--- config.mk ---
export PLATFORM = sky130hd
export DESIGN_NAME = motion_vector_reconstruct
export DESIGN_NICKNAME = d
export VERILOG_FILES = /design/src/hdl/mvr_pkg.sv /design/src/hdl/mvr_cfg.sv /design/src/hdl/mvr_calc.sv /design/src/hdl/motion_vector_reconstruct.sv
export SDC_FILE = /design/constraint.sdc
export NUM_CORES = 1
export LEC_CHECK = 0
export BUFFER_PORTS_ARGS = -buffer_cell sky130_fd_sc_hd__clkbuf_2
export CORE_ASPECT_RATIO = 1.2
export CORE_MARGIN = 3
export CORE_UTILIZATION = 55
export DETAILED_ROUTE_END_ITERATION = 7
export PLACE_DENSITY_LB_ADDON = 0.12
export SLEW_MARGIN = 20
export SYNTH_ARGS = -nofsm -noshare
export SYNTH_HDL_FRONTEND = slang
export SYNTH_SLANG_ARGS = --single-unit
--- constraint.sdc ---
create_clock -name i_clk -period 9.7 [get_ports i_clk]
set_clock_uncertainty 0.2 [all_clocks]
set_input_delay 0.97 -clock i_clk [delete_from_list [all_inputs] [get_ports i_clk]]
set_output_delay 0.97 -clock i_clk [all_outputs]
set_load 0.02 [all_outputs]
--- src/hdl/mvr_pkg.sv ---
// Shared types and constants for the motion vector reconstruction block.
`timescale 1ns / 1ps

package mvr_pkg;

    localparam int MV_WIDTH        = 14;
    localparam int CODE_WIDTH      = 6;
    localparam int RESID_WIDTH     = 8;
    localparam int RANGE_WIDTH     = 4;
    localparam int DELTA_WIDTH     = 13;
    localparam int SUM_WIDTH       = 15;
    localparam int MAX_RANGE_BITS  = 8;
    localparam int CODE_LIMIT      = 16;
    localparam int NUM_PRED        = 8;
    localparam int PRED_IDX_WIDTH  = 3;
    localparam int APB_ADDR_WIDTH  = 5;
    localparam int APB_DATA_WIDTH  = 32;

    typedef enum logic [2:0] {
        REG_FWD_H_RANGE = 3'd0,
        REG_FWD_V_RANGE = 3'd1,
        REG_BWD_H_RANGE = 3'd2,
        REG_BWD_V_RANGE = 3'd3,
        REG_FULL_PEL    = 3'd4
    } t_reg_idx;

    typedef struct packed {
        logic [3:0][RANGE_WIDTH-1:0] range_bits;
        logic                        full_pel;
    } t_cfg;

    typedef struct packed {
        logic                          direction;
        logic                          vector_sel;
        logic                          component;
        logic signed [CODE_WIDTH-1:0]  mv_code;
        logic [RESID_WIDTH-1:0]        motion_residual;
        logic                          halve_vertical;
        logic                          copy_to_second;
    } t_item;

endpackage

--- src/hdl/mvr_cfg.sv ---
// Configuration register file with its APB-style access port.
`timescale 1ns / 1ps

module mvr_cfg
    import mvr_pkg::*;
(
    input  logic                      i_clk,
    input  logic                      i_rst_n,
    input  logic                      psel,
    input  logic                      penable,
    input  logic                      pwrite,
    input  logic [APB_ADDR_WIDTH-1:0] paddr,
    input  logic [APB_DATA_WIDTH-1:0] pwdata,
    output logic [APB_DATA_WIDTH-1:0] prdata,
    output logic                      pready,
    output t_cfg                      o_cfg
);

    t_cfg     r_cfg;
    t_cfg     n_cfg;
    t_reg_idx w_idx;
    logic     w_wr;

    assign w_idx  = t_reg_idx'(paddr[APB_ADDR_WIDTH-1:2]);
    assign w_wr   = psel && penable && pwrite;
    assign pready = 1'b1;
    assign o_cfg  = r_cfg;

    always_comb begin
        n_cfg = r_cfg;
        if (w_wr) begin
            case (w_idx)
                REG_FWD_H_RANGE: n_cfg.range_bits[0] = pwdata[RANGE_WIDTH-1:0];
                REG_FWD_V_RANGE: n_cfg.range_bits[1] = pwdata[RANGE_WIDTH-1:0];
                REG_BWD_H_RANGE: n_cfg.range_bits[2] = pwdata[RANGE_WIDTH-1:0];
                REG_BWD_V_RANGE: n_cfg.range_bits[3] = pwdata[RANGE_WIDTH-1:0];
                REG_FULL_PEL:    n_cfg.full_pel      = pwdata[0];
                default:         n_cfg = r_cfg;
            endcase
        end
    end

    always_comb begin
        case (w_idx)
            REG_FWD_H_RANGE: prdata = APB_DATA_WIDTH'(r_cfg.range_bits[0]);
            REG_FWD_V_RANGE: prdata = APB_DATA_WIDTH'(r_cfg.range_bits[1]);
            REG_BWD_H_RANGE: prdata = APB_DATA_WIDTH'(r_cfg.range_bits[2]);
            REG_BWD_V_RANGE: prdata = APB_DATA_WIDTH'(r_cfg.range_bits[3]);
            REG_FULL_PEL:    prdata = APB_DATA_WIDTH'(r_cfg.full_pel);
            default:         prdata = '0;
        endcase
    end

    always_ff @(posedge i_clk) begin
        if (!i_rst_n) begin
            r_cfg <= '0;
        end else begin
            r_cfg <= n_cfg;
        end
    end

endmodule

--- src/hdl/mvr_calc.sv ---
// Combinational update of one vector component from its predictor.
`timescale 1ns / 1ps

module mvr_calc
    import mvr_pkg::*;
(
    input  t_item                       i_item,
    input  t_cfg                        i_cfg,
    input  logic signed [MV_WIDTH-1:0]  i_pred,
    output logic signed [MV_WIDTH-1:0]  o_value
);

    logic [RANGE_WIDTH-1:0]        w_r_raw;
    logic [RANGE_WIDTH-1:0]        w_r;
    logic [RANGE_WIDTH-1:0]        w_top;
    logic                          w_scale;
    logic signed [MV_WIDTH-1:0]    w_half1;
    logic signed [MV_WIDTH-1:0]    w_half2;
    logic signed [CODE_WIDTH-1:0]  w_code;
    logic [4:0]                    w_mag;
    logic [3:0]                    w_mag_m1;
    logic [RESID_WIDTH-1:0]        w_mask;
    logic [DELTA_WIDTH-1:0]        w_delta;
    logic [SUM_WIDTH-1:0]          w_sum;
    logic [DELTA_WIDTH-1:0]        w_wrap;
    logic signed [MV_WIDTH-1:0]    w_new;
    logic signed [MV_WIDTH-1:0]    w_dbl1;

    assign w_r_raw = i_cfg.range_bits[{i_item.direction, i_item.component}];
    assign w_r     = (w_r_raw > RANGE_WIDTH'(MAX_RANGE_BITS))
                     ? RANGE_WIDTH'(MAX_RANGE_BITS) : w_r_raw;
    assign w_top   = RANGE_WIDTH'(4) + w_r;
    assign w_scale = i_item.halve_vertical && i_item.component;

    assign w_half1 = w_scale ? (i_pred >>> 1) : i_pred;
    assign w_half2 = i_cfg.full_pel ? (w_half1 >>> 1) : w_half1;

    always_comb begin
        if (i_item.mv_code > CODE_WIDTH'(CODE_LIMIT)) begin
            w_code = CODE_WIDTH'(CODE_LIMIT);
        end else if (i_item.mv_code < -CODE_WIDTH'(CODE_LIMIT)) begin
            w_code = -CODE_WIDTH'(CODE_LIMIT);
        end else begin
            w_code = i_item.mv_code;
        end
    end

    assign w_mag    = w_code[CODE_WIDTH-1] ? 5'(-w_code) : 5'(w_code);
    assign w_mag_m1 = 4'(w_mag - 5'd1);
    assign w_mask   = ~(8'hFF << w_r);
    assign w_delta  = (DELTA_WIDTH'(w_mag_m1) << w_r)
                      + DELTA_WIDTH'(i_item.motion_residual & w_mask)
                      + DELTA_WIDTH'(1);
    assign w_sum    = w_code[CODE_WIDTH-1]
                      ? SUM_WIDTH'(w_half2) - SUM_WIDTH'(w_delta)
                      : SUM_WIDTH'(w_half2) + SUM_WIDTH'(w_delta);

    // Wrapping into the range keeps the low bits and repeats the top range bit.
    always_comb begin
        for (int i = 0; i < DELTA_WIDTH; i++) begin
            w_wrap[i] = (RANGE_WIDTH'(i) <= w_top) ? w_sum[i] : w_sum[w_top];
        end
    end

    assign w_new   = (w_code == '0) ? w_half2 : {w_wrap[DELTA_WIDTH-1], w_wrap};
    assign w_dbl1  = i_cfg.full_pel ? (w_new <<< 1) : w_new;
    assign o_value = w_scale ? (w_dbl1 <<< 1) : w_dbl1;

endmodule

--- src/hdl/motion_vector_reconstruct.sv ---
// Top level of the motion vector reconstruction block.
//
// Each input item carries one decoded motion code and residual for one
// component of one vector. The block keeps eight predictors, selected by
// direction, vector and component, and returns the rebuilt component as one
// result item. Range bits per direction and component and the full-pel mode
// are set through the APB-style port; change them only while the block idles.
// An accepted item is held in an input register, updated by a short add and
// wrap, and moved into the output register, where its result is offered, once
// that register is empty or being drained. One item per cycle is taken
// as long as results are drained; the predictor write back lands on the same
// edge as the result register, so the next item always sees the updated
// predictor. When the receiver stalls the result waits in the output register
// and one more item waits in the input register before s_axis_tready falls.
// Reset clears all predictors, the configuration registers and both valid flags.
`timescale 1ns / 1ps

module motion_vector_reconstruct
    import mvr_pkg::*;
(
    input  logic                      i_clk,
    input  logic                      i_rst_n,
    input  logic                      psel,
    input  logic                      penable,
    input  logic                      pwrite,
    input  logic [APB_ADDR_WIDTH-1:0] paddr,
    input  logic [APB_DATA_WIDTH-1:0] pwdata,
    output logic [APB_DATA_WIDTH-1:0] prdata,
    output logic                      pready,
    input  logic                      s_axis_tvalid,
    output logic                      s_axis_tready,
    // mv_code [5:0], motion_residual [13:6], halve_vertical [14],
    // copy_to_second [15]
    input  logic [15:0]               s_axis_tdata,
    // direction [0], vector_sel [1], component [2]
    input  logic [2:0]                s_axis_tuser,
    output logic                      m_axis_tvalid,
    input  logic                      m_axis_tready,
    // vector_value [13:0], zeros [15:14]
    output logic [15:0]               m_axis_tdata
);

    t_cfg                          w_cfg;
    t_item                         w_in_item;
    logic                          w_accept;
    logic                          w_adv;
    logic                          r_in_valid;
    logic                          n_in_valid;
    t_item                         r_in;
    logic                          r_out_valid;
    logic                          n_out_valid;
    logic signed [MV_WIDTH-1:0]    r_out;
    logic signed [MV_WIDTH-1:0]    r_pred [NUM_PRED];
    logic signed [MV_WIDTH-1:0]    w_value;
    logic [PRED_IDX_WIDTH-1:0]     w_idx;
    logic [PRED_IDX_WIDTH-1:0]     w_copy_idx;

    mvr_cfg u_cfg (
        .i_clk   (i_clk),
        .i_rst_n (i_rst_n),
        .psel    (psel),
        .penable (penable),
        .pwrite  (pwrite),
        .paddr   (paddr),
        .pwdata  (pwdata),
        .prdata  (prdata),
        .pready  (pready),
        .o_cfg   (w_cfg)
    );

    assign w_in_item.direction       = s_axis_tuser[0];
    assign w_in_item.vector_sel      = s_axis_tuser[1];
    assign w_in_item.component       = s_axis_tuser[2];
    assign w_in_item.mv_code         = s_axis_tdata[5:0];
    assign w_in_item.motion_residual = s_axis_tdata[13:6];
    assign w_in_item.halve_vertical  = s_axis_tdata[14];
    assign w_in_item.copy_to_second  = s_axis_tdata[15];

    assign w_adv         = r_in_valid && (!r_out_valid || m_axis_tready);
    assign s_axis_tready = !r_in_valid || w_adv;
    assign w_accept      = s_axis_tvalid && s_axis_tready;
    assign n_in_valid    = w_accept || (r_in_valid && !w_adv);
    assign n_out_valid   = w_adv || (r_out_valid && !m_axis_tready);

    assign w_idx      = {r_in.direction, r_in.vector_sel, r_in.component};
    assign w_copy_idx = {r_in.direction, 1'b1, r_in.component};

    mvr_calc u_calc (
        .i_item  (r_in),
        .i_cfg   (w_cfg),
        .i_pred  (r_pred[w_idx]),
        .o_value (w_value)
    );

    assign m_axis_tvalid = r_out_valid;
    assign m_axis_tdata  = {2'b00, r_out};

    always_ff @(posedge i_clk) begin
        if (!i_rst_n) begin
            r_in_valid  <= 1'b0;
            r_out_valid <= 1'b0;
            for (int i = 0; i < NUM_PRED; i++) begin
                r_pred[i] <= '0;
            end
        end else begin
            r_in_valid  <= n_in_valid;
            r_out_valid <= n_out_valid;
            for (int i = 0; i < NUM_PRED; i++) begin
                if (w_adv && (PRED_IDX_WIDTH'(i) == w_idx
                              || (r_in.copy_to_second
                                  && PRED_IDX_WIDTH'(i) == w_copy_idx))) begin
                    r_pred[i] <= w_value;
                end
            end
        end
    end

    always_ff @(posedge i_clk) begin
        if (w_accept) begin
            r_in <= w_in_item;
        end
        if (w_adv) begin
            r_out <= w_value;
        end
    end

endmodule
Word-level counts from Yosys, hierarchy flattened:

Memories as Yosys holds them, arrays and structs flattened. A register that Yosys moved wholly into a read port is not among the register bits.
Index checks and enable logic that the tools add are counted.

* register bits after elaboration: 52
* memories: 1
* RAM bits: 112
* input port bits: 63

Memories
* r_pred: depth 8, width 14, read ports 1, clocked after memory_dff 1, wr ports 8, line motion_vector_reconstruct.sv:53 `logic signed [MV_WIDTH-1:0] r_pred [NUM_PRED];`

* equal/unequal tests: 14
* add/subtract/negate cells: 7
* muxes and demuxes: 62
* magnitude comparators: 18
* reductions and logical operators: 43
* bitwise operators: 10
* shift operators: 2

Operators by type and width (count)
* $mux 14: 11
* $mux 1: 39
* $mux 13: 2
* $le 4x4->1 const A: 5
* $logic_and 1x1->1: 20
* $pmux 4 s5: 1
* $le 3x4->1 const A: 4
* $add 14x14->15: 1
* $mux 15: 1
* $sub 14x14->15: 1
* $add 13x1->13 const B: 1
* $add 13x13->13: 1
* $shl 4x4->13: 1
* $eq 3x3->1 const A: 4
* $mux 4: 3
* $mux 6: 2
* $reduce_and 2->1: 5
* $logic_not 3->1: 3
* $logic_or 1x1->1: 9
* $and 8x8->8: 1
* $bmux 4 s2: 1
* $le 1x4->1 const A: 2
* $le 2x4->1 const A: 2
* $not 8->8: 1
* other kinds (22): 35

Logic depth before layout (Yosys ltp):

* depth after elaboration: 18
* depth in mapped cells: 34
* depth with buffers taken out: 33

Cells and area by module:

From an unflattened synthesis, not the netlist that was laid out.

* cells, all modules: 892
* area total of the unflattened synthesis: 10078.4 um2

By module, submodules not included
* motion_vector_reconstruct: cells an instance 355, times used 1, area each 6052.1 um2
* mvr_calc: cells an instance 425, times used 1, area each 2964.1 um2
* mvr_cfg: cells an instance 112, times used 1, area each 1062.3 um2

Worst setup path after synthesis:

Ideal clock, no wire load.

* kind: register -> register
* start: register r_in[15] (netlist bit)
* end: memory r_pred[6][13] (data pin)
* arrival: 6.783 ns
* stages on the path, launching flop included: 34
* setup slack: 2.447 ns
* path buffers: 1
* cell sequence: edfxtp_1 -> buf_2 -> xnor2_1 -> nand2_1 -> ha_1 -> a21oi_2 -> a311oi_4 -> a31oi_1 -> a221o_1 -> nor2_1 -> inv_1 -> a2111oi_0 -> ha_1 -> o21a_1 -> o31a_1 -> nor3_1 -> o21bai_1 -> a21oi_1 -> o21ba_2 -> a21oi_1 -> xnor2_1 -> a31oi_1 -> xor2_1 -> ha_1 -> nand2_1 -> or3_1 -> o21ai_0 -> o21a_1 -> o21bai_1 -> a32oi_2 -> a21oi_1 -> nand2b_1 -> a31oi_2 -> nor2_1

RTL lines
* start, declared: line motion_vector_reconstruct.sv:49 `t_item r_in;`
* start signal, assigned: line motion_vector_reconstruct.sv:120 `r_in <= w_in_item;`
* end, declared: line motion_vector_reconstruct.sv:53

==> summary.md <==
| Metric | Value |
|---|---|
| WP data required | `between 9 and 10 ns` |
| Leak | `4.30 nW` |
| Count leader, synth | `nor2_1` |
| Max Cap Viol | `0` |
| Final Hold Vio Count | `0` |
| Worst setup path class | `register to register` |
| CORE AREA | `around 0.018 mm2` |
| DRT Wirelength | `22300 um` |
| Synth Instances | `between 900 and 1000` |
| Tot Pwr | `roughly 2.6 mW` |
| CP max FO | `22` |
| Initial antenna violation count | `0` |
| Iteration-0 DRC Markers | `roughly 440` |
| Clock buffer depth | `2` |
| TritonCTS clock tree | `done` |
| Detail Route Antenna Nets | `0` |
| Pin count of the biggest net entering global routing | `29` |
| CP max stage delay | `roughly 0.48 ns` |
| Yosys warns | `0` |
| Unique masters post-synth | `between 70 and 80` |
| Worst EP arrival | `approximately 8.5 ns` |
| FF+latch count, synth | `approximately 170` |
| Root buffer cell | `clkbuf_16` |
| Fin cells | `around 1200` |
| Inserted Clock Buffers | `17` |
| Vias in the first global route | `6933` |
| Synth top area share | `0.434` |
| H-tree Lvls | `4` |
| Ant diodes | `0` |
| Post-synth EDFFs | `about 150` |
| RSZ-0062 raised after global routing | `false` |
| Routed length per placed instance | `approximately 19 um` |
| DRC errors left | `0` |
| Status | `finished, final reports clean` |
| Synth async-reset ratio | `0` |
| Total track usage | `0.232` |
| Part of the cycle the worst path needs | `0.879` |
| Final instance area | `~0.011 mm2` |
| Die Span Y | `154 um` |
| Drt first pass iters | `5` |
| PwrDens | `roughly 240 mW/mm2` |
| Clk sinks | `~170` |
| I/O pin cnt | `between 100 and 150` |
| Vias after detailed routing | `between 6000 and 7000` |
| Post-CTS setup buffer count | `0` |
| Placed cell count | `approximately 1200` |
| Detailed placer's ending HPWL | `16500 um` |
| Share of layout cells above drive strength 1 | `0.183` |
| Slew Limit Fails | `0` |
| Crit end category | `register` |
| Clk Latency, worst-skew pair | `~0.43 ns` |
| Post-layout min period | `between 8 and 9 ns` |
| # nets final | `approximately 1100` |
| Pre-CTS setup slack | `approximately 1.2 ns` |
| Startpoint types | `register` |
| Post-CTS sizing | `0` |
| # rows | `53` |
| Endpoints failing setup | `0` |
| Final worst setup slack | `1.17 ns` |
| Top FF cell, synth | `edfxtp_1` |
| Hold buffers post-CTS | `0` |
| Largest cells by area after synthesis | `edfxtp_1 (43%), mux4_2 (9.4%), nor2_1 (6.0%)` |
| Setup_tns | `0 ns` |
| Die area | `0.0199 mm2` |
| Slew headroom | `0.314` |
| Commonest cells in the synthesized netlist | `nor2_1 (161), edfxtp_1 (145), nand2_1 (102), a21oi_1 (45), mux4_2 (42)` |
| First-pass GRT wire length | `35900 um` |
| Post-synthesis average cell area | `about 11 um2` |
| DP Area | `roughly 0.010 mm2` |
| GR Overflow Total | `0` |
| Port Buffers | `52` |
| Die width | `roughly 130 um` |
| CP max stage cell | `a2111oi_0` |
| HP Class | `register to register` |
| Share of the yosys chip area belonging to registers | `0.478` |
| Cell taking the most area after synthesis | `edfxtp_1` |
| Vias per cell | `just under 6` |
| CP top delay family | `compound AO/OA/AOI/OAI gates` |
| CP bufs+invs | `2` |
| Layout area overhead | `8.61%` |
| Mapped cell area | `0.0100 mm2` |
| Fmax | `approximately 120 MHz` |
| Worst Tran Pin Value | `between 1 and 1.5 ns` |
| Peak VDD IR | `around 0.23 mV` |
| Initial Util | `0.566` |
| Clk slew on worst S/H paths | `~0.070 ns` |
| Filler instances | `approximately 1400` |
| Final GP Congestion | `0.903` |
[layout make-up]
| type | count | area (um2) | area share |
|---|---|---|---|
| clock buffer | 17 | 425 | 0.0391 |
| clock inverter | 15 | 168 | 0.0154 |
| inverter | 34 | 128 | 0.0117 |
| multi-input combinational | 685 | 4800 | 0.441 |
| sequential | 167 | 4800 | 0.440 |
| tap | 220 | 275 | 0.0253 |
| timing repair buffer | 57 | 298 | 0.0273 |
[state kept, by name, indices dropped and copies added (netlist names), named ones only]
| register | cells |
|---|---|
| m_axis_tvalid | 1 |
| r_pred | 112 |
| u_cfg.o_cfg | 17 |
| r_in | 19 |
| r_in_valid | 1 |
| r_out | 14 |
[where the power goes]
group	switching, mW	internal (mW)
Clock	0.295	0.386
Combinational	0.653	0.360
Sequential	0.0360	0.916
Total	0.984	1.66
[worst register-to-register path: cells and delay by family (launching register included)]
kind | cells | cell delay, ns
XOR/XNOR | 3 | 0.76
buffers and inverters | 2 | 0.42
adder cells (fa/ha/maj) | 3 | 1.10
AO/OA/AOI/OAI | 18 | 3.85
flip-flops | 1 | 0.36
AND/OR/NAND/NOR | 7 | 1.57
[through the flow]
step,util,hold slack [ns]
finish,0.615,0.280
global route,0.615,0.302
CTS,0.615,0.280
detailed placement,0.581,0.267
global placement,0.581,0.257
floorplan,-,0.243
[metal layers]
| metal | vias to the layer above | global-route usage | share of wire |
|---|---|---|---|
| met1 | 3397 | 0.284 | 0.41 |
| met2 | 167 | 0.408 | 0.53 |
| met3 | 37 | 0.0427 | 0.038 |
| met4 | 0 | 0.0810 | 0.027 |
| met5 | - | 0 | 0 |
| li1 | 3347 | - | - |
[cell families after synthesis]
kind of cell    synth area share
xor+xnor                  0.0278
other cells             0.000749
mux                        0.148
buf+inv                   0.0553
flops                      0.478
fa+ha+maj                 0.0352
simple gates               0.159
compound gates            0.0958
[path summary, 6_finish.rpt]
check	startpoint	to	slack (ns)	depth (start not counted)
min	u_cfg.o_cfg[2]	u_cfg.o_cfg[2]	0.28	2
min reg2reg	u_cfg.o_cfg[2]	u_cfg.o_cfg[2]	0.28	2
max reg2reg	r_in[15]	r_pred[5][13]	1.17	33
max	r_in[15]	r_pred[5][13]	1.17	33
[placed cells by master, fill, tap and decap left out, types with 3 or more instances in the layout]
master	Yosys	final
nor2_1	161	161
edfxtp_1	145	145
nand2_1	102	102
clkbuf_2	1	52
a21oi_1	45	45
mux4_2	42	42
inv_1	33	33
mux2i_1	32	32
o21ai_0	33	31
conb_1	2	31
ha_1	25	25
xnor2_1	22	22
nand3_1	21	21
dfxtp_1	22	21
nor2b_1	17	17
clkbuf_16	0	17
mux2_2	15	15
and2_1	10	10
nor3_1	10	10
nand2b_1	9	9
xor2_1	8	8
and3_1	8	8
o21a_1	6	6
a31oi_1	5	5
o22ai_1	5	5
a21o_1	5	5
or2_2	5	5
or3_1	5	5
inv_6	0	5
buf_4	32	5
o21ai_2	2	4
o21bai_1	4	4
o21ai_1	4	4
o31ai_1	4	4
a22oi_1	3	3
nand4_1	3	3
a2111oi_0	3	3
Note: power is estimated with default switching activity, not from simulation.
